[config.mk]
export PLATFORM = sky130hd
export DESIGN_NAME = cluster_chain_sector_sequencer_top
export DESIGN_NICKNAME = d
export VERILOG_FILES = /design/src/rtl/ccss_pkg.sv /design/src/rtl/cluster_chain_sector_sequencer_top.sv
export SDC_FILE = /design/constraint.sdc
export NUM_CORES = 2
export LEC_CHECK = 0
export ABC_AREA = 1
export BUFFER_PORTS_ARGS = -buffer_cell sky130_fd_sc_hd__buf_2
export CAP_MARGIN = 40
export CORE_MARGIN = 5
export CORE_UTILIZATION = 60
export CTS_CLUSTER_DIAMETER = 50
export DETAILED_ROUTE_END_ITERATION = 8
export HOLD_SLACK_MARGIN = 0.12
export PLACE_DENSITY = 0.77
export SKIP_LAST_GASP = 1
export SYNTH_ARGS = -nofsm -noshare
export SYNTH_HDL_FRONTEND = slang
export SYNTH_SLANG_ARGS = --single-unit
[constraint.sdc]
create_clock -name clock -period 20.3 [get_ports clock]
set_clock_uncertainty 0.05 [all_clocks]
set_input_delay 3.045 -clock clock [delete_from_list [all_inputs] [get_ports clock]]
set_output_delay 3.045 -clock clock [all_outputs]
set_load 0.005 [all_outputs]
[src/rtl/ccss_pkg.sv]
// shared codes, constants and helper functions for the cluster chain sector sequencer
package ccss_pkg;

   localparam logic [1:0] OP_START      = 2'd0;
   localparam logic [1:0] OP_DATA_DONE  = 2'd1;
   localparam logic [1:0] OP_FAT_WORD   = 2'd2;

   localparam logic [1:0] KIND_DATA     = 2'd0;
   localparam logic [1:0] KIND_FAT      = 2'd1;
   localparam logic [1:0] KIND_FINISH   = 2'd2;

   localparam logic [1:0] FIN_ALL_READ  = 2'd0;
   localparam logic [1:0] FIN_END_CHAIN = 2'd1;
   localparam logic [1:0] FIN_BAD       = 2'd2;
   localparam logic [1:0] FIN_DEV_ERROR = 2'd3;

   localparam logic [1:0] PHASE_IDLE    = 2'd0;
   localparam logic [1:0] PHASE_DATA    = 2'd1;
   localparam logic [1:0] PHASE_FAT     = 2'd2;

   localparam logic [1:0] CSR_DATA_START = 2'd0;
   localparam logic [1:0] CSR_FAT_START  = 2'd1;
   localparam logic [1:0] CSR_SPC        = 2'd2;

   localparam logic [27:0] FAT_EOC_MIN  = 28'hFFFFFF8;
   localparam logic [27:0] FAT_BAD      = 28'hFFFFFF7;

   localparam logic [31:0] SECTOR_BYTES = 32'd512;
   localparam logic [7:0]  SPC_MAX      = 8'd128;
   localparam logic [7:0]  SPC_RESET    = 8'd8;

   typedef struct packed {
      logic [1:0]  request_kind;
      logic [31:0] sector_lba;
      logic [9:0]  copy_bytes;
      logic [31:0] dest_offset;
      logic [8:0]  fat_byte_index;
      logic [1:0]  finish_code;
   } rsp_type;

   function automatic logic [7:0] eff_spc(input logic [7:0] spc);
      logic [7:0] r;
      r = spc;
      if (spc == 8'd0) r = 8'd1;
      else if (spc > SPC_MAX) r = SPC_MAX;
      return r;
   endfunction

   function automatic logic [9:0] copy_size(input logic [31:0] remaining);
      logic [9:0] r;
      r = (remaining > SECTOR_BYTES) ? SECTOR_BYTES[9:0] : remaining[9:0];
      return r;
   endfunction

endpackage

[src/rtl/cluster_chain_sector_sequencer_top.sv]
// cluster chain sector sequencer: walks a fat32 cluster chain and issues sector requests
//
// An accepted item is held in the input register, is decided by one pass of logic
// (one 32x8 multiply for the cluster address, plus adds and compares) and its result, if
// any, is loaded into the output register that drives rsp_valid. A new item can be taken
// every cycle while the output register is free or being emptied.
// Configuration must be written only while no walk step is in flight.
module cluster_chain_sector_sequencer_top (
   input  logic        clock,
   input  logic        reset,
   input  logic        req_valid,
   output logic        req_stall,
   input  logic [1:0]  req_opcode,
   input  logic [27:0] req_first_cluster,
   input  logic [31:0] req_file_size,
   input  logic [31:0] req_file_offset,
   input  logic [31:0] req_byte_request,
   input  logic [31:0] req_fat_word,
   input  logic        req_device_error,
   output logic        rsp_valid,
   input  logic        rsp_stall,
   output logic [1:0]  rsp_request_kind,
   output logic [31:0] rsp_sector_lba,
   output logic [9:0]  rsp_copy_bytes,
   output logic [31:0] rsp_dest_offset,
   output logic [8:0]  rsp_fat_byte_index,
   output logic [1:0]  rsp_finish_code,
   input  logic        csr_write_enable,
   input  logic [1:0]  csr_index,
   input  logic [31:0] csr_write_data
);

   // configuration
   logic [31:0] data_start_ff;
   logic [31:0] fat_start_ff;
   logic [7:0]  spc_ff;

   // input register
   logic        in_valid_ff;
   logic [1:0]  op_ff;
   logic [27:0] first_cluster_ff;
   logic [31:0] file_size_ff;
   logic [31:0] file_offset_ff;
   logic [31:0] byte_request_ff;
   logic [31:0] fat_word_ff;
   logic        dev_err_ff;

   // walk state
   logic [1:0]  phase_ff, phase_in;
   logic [27:0] cluster_ff, cluster_in;
   logic [6:0]  sic_ff, sic_in;
   logic [31:0] lba_ff, lba_in;
   logic [31:0] rem_ff, rem_in;
   logic [31:0] done_ff, done_in;

   // output register
   logic                 rsp_valid_ff, rsp_valid_in;
   ccss_pkg::rsp_type    rsp_ff, rsp_in;

   logic        out_blocked;
   logic        advance;
   logic        has_result;
   logic [7:0]  spc;
   logic [27:0] next_cluster;
   logic [27:0] addr_cluster;
   logic [31:0] cl_minus2;
   logic [39:0] prod;
   logic [31:0] cluster_lba;
   logic [31:0] left;
   logic [31:0] start_rem;
   logic [9:0]  copy;
   logic [31:0] rem_after;
   logic [31:0] done_after;

   assign out_blocked = rsp_valid_ff && rsp_stall;
   assign req_stall   = in_valid_ff && out_blocked;
   assign advance     = in_valid_ff && !out_blocked;

   assign spc          = ccss_pkg::eff_spc(spc_ff);
   assign next_cluster = fat_word_ff[27:0];
   assign addr_cluster = (op_ff == ccss_pkg::OP_START) ? first_cluster_ff : next_cluster;
   assign cl_minus2    = {4'b0, addr_cluster} - 32'd2;
   assign prod         = {8'b0, cl_minus2} * {32'b0, spc};
   assign cluster_lba  = data_start_ff + prod[31:0];

   assign left       = (file_size_ff > file_offset_ff) ? (file_size_ff - file_offset_ff) : 32'd0;
   assign start_rem  = (byte_request_ff < left) ? byte_request_ff : left;
   assign copy       = ccss_pkg::copy_size(rem_ff);
   assign rem_after  = rem_ff - {22'b0, copy};
   assign done_after = done_ff + {22'b0, copy};

   always_comb begin
      phase_in   = phase_ff;
      cluster_in = cluster_ff;
      sic_in     = sic_ff;
      lba_in     = lba_ff;
      rem_in     = rem_ff;
      done_in    = done_ff;
      has_result = 1'b0;
      rsp_in     = '0;
      case (op_ff)
         ccss_pkg::OP_START: begin
            has_result = 1'b1;
            rem_in     = start_rem;
            done_in    = 32'd0;
            cluster_in = first_cluster_ff;
            sic_in     = 7'd0;
            lba_in     = cluster_lba;
            if (start_rem == 32'd0) begin
               phase_in            = ccss_pkg::PHASE_IDLE;
               rsp_in.request_kind = ccss_pkg::KIND_FINISH;
               rsp_in.finish_code  = ccss_pkg::FIN_ALL_READ;
            end else begin
               phase_in            = ccss_pkg::PHASE_DATA;
               rsp_in.request_kind = ccss_pkg::KIND_DATA;
               rsp_in.sector_lba   = cluster_lba;
               rsp_in.copy_bytes   = ccss_pkg::copy_size(start_rem);
            end
         end
         ccss_pkg::OP_DATA_DONE: begin
            if (phase_ff == ccss_pkg::PHASE_DATA) begin
               has_result = 1'b1;
               if (dev_err_ff) begin
                  phase_in            = ccss_pkg::PHASE_IDLE;
                  rsp_in.request_kind = ccss_pkg::KIND_FINISH;
                  rsp_in.dest_offset  = done_ff;
                  rsp_in.finish_code  = ccss_pkg::FIN_DEV_ERROR;
               end else begin
                  rem_in             = rem_after;
                  done_in            = done_after;
                  rsp_in.dest_offset = done_after;
                  if (rem_after == 32'd0) begin
                     phase_in            = ccss_pkg::PHASE_IDLE;
                     rsp_in.request_kind = ccss_pkg::KIND_FINISH;
                     rsp_in.finish_code  = ccss_pkg::FIN_ALL_READ;
                  end else if (({1'b0, sic_ff} + 8'd1) < spc) begin
                     sic_in              = sic_ff + 7'd1;
                     lba_in              = lba_ff + 32'd1;
                     rsp_in.request_kind = ccss_pkg::KIND_DATA;
                     rsp_in.sector_lba   = lba_ff + 32'd1;
                     rsp_in.copy_bytes   = ccss_pkg::copy_size(rem_after);
                  end else begin
                     phase_in              = ccss_pkg::PHASE_FAT;
                     rsp_in.request_kind   = ccss_pkg::KIND_FAT;
                     rsp_in.sector_lba     = fat_start_ff + {11'b0, cluster_ff[27:7]};
                     rsp_in.fat_byte_index = {cluster_ff[6:0], 2'b00};
                  end
               end
            end
         end
         ccss_pkg::OP_FAT_WORD: begin
            if (phase_ff == ccss_pkg::PHASE_FAT) begin
               has_result         = 1'b1;
               rsp_in.dest_offset = done_ff;
               if (dev_err_ff) begin
                  phase_in            = ccss_pkg::PHASE_IDLE;
                  rsp_in.request_kind = ccss_pkg::KIND_FINISH;
                  rsp_in.finish_code  = ccss_pkg::FIN_DEV_ERROR;
               end else if (next_cluster >= ccss_pkg::FAT_EOC_MIN) begin
                  phase_in            = ccss_pkg::PHASE_IDLE;
                  rsp_in.request_kind = ccss_pkg::KIND_FINISH;
                  rsp_in.finish_code  = ccss_pkg::FIN_END_CHAIN;
               end else if (next_cluster == ccss_pkg::FAT_BAD) begin
                  phase_in            = ccss_pkg::PHASE_IDLE;
                  rsp_in.request_kind = ccss_pkg::KIND_FINISH;
                  rsp_in.finish_code  = ccss_pkg::FIN_BAD;
               end else begin
                  phase_in            = ccss_pkg::PHASE_DATA;
                  cluster_in          = next_cluster;
                  sic_in              = 7'd0;
                  lba_in              = cluster_lba;
                  rsp_in.request_kind = ccss_pkg::KIND_DATA;
                  rsp_in.sector_lba   = cluster_lba;
                  rsp_in.copy_bytes   = copy;
               end
            end
         end
         default: begin
            has_result = 1'b0;
         end
      endcase
   end

   assign rsp_valid_in = (advance && has_result) || out_blocked;

   always_ff @(posedge clock) begin
      if (reset) begin
         data_start_ff <= 32'd0;
         fat_start_ff  <= 32'd0;
         spc_ff        <= ccss_pkg::SPC_RESET;
      end else if (csr_write_enable) begin
         case (csr_index)
            ccss_pkg::CSR_DATA_START: data_start_ff <= csr_write_data;
            ccss_pkg::CSR_FAT_START:  fat_start_ff  <= csr_write_data;
            ccss_pkg::CSR_SPC:        spc_ff        <= csr_write_data[7:0];
            default: begin
            end
         endcase
      end
   end

   always_ff @(posedge clock) begin
      if (reset) begin
         in_valid_ff <= 1'b0;
      end else if (!req_stall) begin
         in_valid_ff <= req_valid;
      end
   end

   always_ff @(posedge clock) begin
      if (req_valid && !req_stall) begin
         op_ff            <= req_opcode;
         first_cluster_ff <= req_first_cluster;
         file_size_ff     <= req_file_size;
         file_offset_ff   <= req_file_offset;
         byte_request_ff  <= req_byte_request;
         fat_word_ff      <= req_fat_word;
         dev_err_ff       <= req_device_error;
      end
   end

   always_ff @(posedge clock) begin
      if (reset) begin
         phase_ff   <= ccss_pkg::PHASE_IDLE;
         cluster_ff <= 28'd0;
         sic_ff     <= 7'd0;
         lba_ff     <= 32'd0;
         rem_ff     <= 32'd0;
         done_ff    <= 32'd0;
      end else if (advance) begin
         phase_ff   <= phase_in;
         cluster_ff <= cluster_in;
         sic_ff     <= sic_in;
         lba_ff     <= lba_in;
         rem_ff     <= rem_in;
         done_ff    <= done_in;
      end
   end

   always_ff @(posedge clock) begin
      if (reset) begin
         rsp_valid_ff <= 1'b0;
      end else begin
         rsp_valid_ff <= rsp_valid_in;
      end
   end

   always_ff @(posedge clock) begin
      if (advance && has_result) begin
         rsp_ff <= rsp_in;
      end
   end

   assign rsp_valid          = rsp_valid_ff;
   assign rsp_request_kind   = rsp_ff.request_kind;
   assign rsp_sector_lba     = rsp_ff.sector_lba;
   assign rsp_copy_bytes     = rsp_ff.copy_bytes;
   assign rsp_dest_offset    = rsp_ff.dest_offset;
   assign rsp_fat_byte_index = rsp_ff.fat_byte_index;
   assign rsp_finish_code    = rsp_ff.finish_code;

   // data requests always carry a nonzero copy of at most one sector
   assert property (@(posedge clock) disable iff (reset)
      rsp_valid_ff && (rsp_ff.request_kind == ccss_pkg::KIND_DATA) |->
         (rsp_ff.copy_bytes != 10'd0) && ({22'b0, rsp_ff.copy_bytes} <= ccss_pkg::SECTOR_BYTES))
      else $error("data request copy size out of range");

   // a fat request leaves the walk waiting for the fat word
   assert property (@(posedge clock) disable iff (reset)
      advance && has_result && (rsp_in.request_kind == ccss_pkg::KIND_FAT) |=>
         (phase_ff == ccss_pkg::PHASE_FAT))
      else $error("fat request without fat phase");

   // a finish result returns the walk to idle
   assert property (@(posedge clock) disable iff (reset)
      advance && has_result && (rsp_in.request_kind == ccss_pkg::KIND_FINISH) |=>
         (phase_ff == ccss_pkg::PHASE_IDLE))
      else $error("finish without idle phase");

   // input side only stalls while both registers are full
   assert property (@(posedge clock) disable iff (reset)
      req_stall |-> in_valid_ff && rsp_valid_ff)
      else $error("stall with free pipeline");

   // byte progress never goes backward within a walk
   assert property (@(posedge clock) disable iff (reset)
      advance && (op_ff == ccss_pkg::OP_DATA_DONE) |=> (done_ff >= $past(done_ff)))
      else $error("bytes done decreased");

endmodule
==> impl_metrics.json <==
{
  "synth-warning-count": 0,
  "die_h_um": 246,
  "synth_compound_area_frac": 0.125,
  "maxSlewViolCount": 0,
  "cp-end-kind": "register",
  "io_buffers": 280,
  "crit_required_ns": 20.65,
  "first_iter_violations": 2871,
  "first_pass_iters": 8,
  "cts_buffers": 56,
  "gp_congestion": 0.978,
  "rsz0062_at_grt": "no",
  "cts_tree": "done",
  "cts_hold_repair.buffers": 0,
  "cts_resized": 0,
  "synth.distinct_cells": 60,
  "yosys.area_share.simple": 0.236,
  "grt_util_met1": 0.443,
  "drv_cap": 0,
  "area_growth_pct": 12.4,
  "ir_worst_vdd_v": 0.0000873,
  "ys_async_sr_fraction": 0,
  "synth_top_area_cell": "edfxtp_1",
  "drt.antenna.violating_nets": 0,
  "crit_family": "compound AO/OA/AOI/OAI gates",
  "p_leak_nw": 16.9,
  "crit_fanout": 37,
  "start_util": 0.607,
  "worstMarginPinSlew_ns": 1.01,
  "status": "finished, final reports clean",
  "yosys_register_bits": 447,
  "grt_pass1_vias": 28283,
  "finalCritPeriodShare": 0.474,
  "grtUsageMet3": 0.0760,
  "post-cts-setup-buffer-count": 0,
  "tns_ns": 0,
  "worstSetupStartpointType": "register",
  "synth_top_family_by_area": "simple AND/OR/NAND/NOR gates",
  "clk_path_buf_depth": 3,
  "dpl.hpwl_um": 72300,
  "coreArea_um2": 55100,
  "timing.slew.headroom": 0.322,
  "setup.worst_path.class": "register to register",
  "grt_max_degree": 97,
  "worstPathArrival_ns": 9.97,
  "grt-ovfl-total": 0,
  "placed_area_um2": 35600,
  "grt_pass1_wl_um": 151000,
  "worst-path-buf-inv": 4,
  "vias_per_cell": 5.66,
  "reg2reg_setup_slack_ns": 10.68,
  "drc": 0,
  "netlist.area_leader.share": 0.216,
  "wl_per_cell_um": 17.8,
  "multiInputGateArea_um2": 19000,
  "yosys-top-cells-area": "edfxtp_1 (22%), dfxtp_1 (12%), fa_1 (11%)",
  "period_needed_ns": 9.62,
  "synthFlopType": "edfxtp_1",
  "ios": 287,
  "ys_seq_area_frac": 0.340,
  "vias": 30540,
  "setup_viol": 0,
  "synth_area_um2": 33400,
  "std_cell_rows": 86,
  "hold_viol": 0,
  "slowest_delay_ns": 0.81,
  "htree_levels": 2,
  "design_area_um2": 37600,
  "clock_latency_ns": 0.64,
  "max_freq_ghz": 0.104,
  "yosys.area_share.adder": 0.170,
  "n_fill_cell": 4664,
  "die_w_um": 246,
  "fin_nets": 5133,
  "synth_edf_count": 240,
  "seq_area_um2": 11400,
  "busiest_layer": "met2",
  "die_area_um2": 60500,
  "track_usage": 0.311,
  "syn_inst": 4375,
  "synthMuxAreaShare": 0.000299,
  "critPathSlowestCell": "o21ai_0",
  "wl_um": 95800,
  "cpMostUsedCell": "fa_1",
  "syn-mean-instance-area_um2": 7.64,
  "clk_pin_slew_ns": 0.06,
  "clkSinkCount": 447,
  "use_met2": 0.461,
  "synthXorXnorAreaFrac": 0.0359,
  "hold_path.class": "register to register",
  "antenna_found_initial": 3,
  "drive_above_1_share": 0.113,
  "p_per_area_nw_per_um2": 85.2,
  "cts_root_buffer": "clkbuf_16"
}
==> cells in the mapped netlist (23+ instances only) <==
master	instances
nand3_1	181
nor4_1	23
xnor2_1	37
inv_1	638
fa_1	189
nand2_1	925
nor3_1	82
o211ai_1	46
xor2_1	100
dfxtp_1	207
clkbuf_1	140
nand4_1	63
a31oi_1	53
a21oi_1	320
o21ai_0	258
ha_1	151
nor2_1	510
edfxtp_1	240
or2_2	35
nand3b_1	26
==> worst min-delay path, delay by kind of cell, from the launching register on <==
| family | cells | cell delay, ns |
|---|---|---|
| and+or+nand+nor | 1 | 0.06 |
| DFF | 1 | 0.31 |
| AOI/OAI and AO/OA | 1 | 0.06 |
==> cell usage in the layout (no fill, tap or decap), drive strengths merged, types with 24 or more instances in the layout <==
cell type,instances
edfxtp,240
nor2,517
clkinv,27
buf,335
nand4,64
nand3b,26
o211ai,47
nor4,24
o21ai,269
a21oi,322
nor3,82
inv,658
xor2,100
nand3,182
fa,189
a31oi,53
dfxtp,207
clkbuf,63
ha,151
nand2,931
or2,41
xnor2,37
==> where the power goes <==
group,leakage [nW],internal (W),total (W),switching [W]
Sequential,4.02,0.000998,0.00102,0.0000251
Combinational,12.0,0.000375,0.00115,0.000777
Clock,0.936,0.000590,0.00102,0.000435
Total,16.9,0.00196,0.00320,0.00124
==> final timing paths <==
kind / to / depth (start not counted) / start
worst max-delay path: rsp_sector_lba[27] / 30 / op_ff[0]
worst min-delay path: sic_ff[6] / 2 / sic_ff[6]
worst max register to register: rsp_sector_lba[27] / 30 / op_ff[0]
worst min register to register: sic_ff[6] / 2 / sic_ff[6]
==> cell families (layout without fill, tap and decap cells) <==
kind of cell	Yosys count	in the layout
AO/OA/AOI/OAI	747	747
XOR/XNOR	137	137
adder cells (fa/ha/maj)	340	340
buffers and inverters	825	1092
flip-flops	447	447
multiplexers	1	1
other	2	5
AND/OR/NAND/NOR	1876	1876
==> layout make-up <==
class                   instances  share of cell area
repair buffers                335              0.0508
inverters                     651              0.0652
well taps                     748              0.0249
multi-input cells            3104               0.506
diodes                          2            0.000133
clock inverters                43              0.0129
flip-flops and latches        447               0.302
clock buffers                  63              0.0383
==> routing by layer <==
layer / share of wire / routed length, um
met5: 0 / 0
met4: 0.044 / 4250
met3: 0.11 / 10400
met2: 0.43 / 41000
met1: 0.42 / 40200
==> metrics by stage <==
step	hold WS, ns	utilization	std cells	setup WS [ns]	power [W]
floorplan	0.394	-	4376	13.26	0.00184
global route	0.434	0.682	5393	10.12	0.00339
finish	0.419	0.682	5393	10.68	0.00320
detailed placement	0.406	0.647	5282	11.08	0.00215
global placement	0.402	0.643	5268	11.20	0.00213
CTS	0.415	0.682	5388	10.97	0.00318
(Power assumes the default switching activity.)
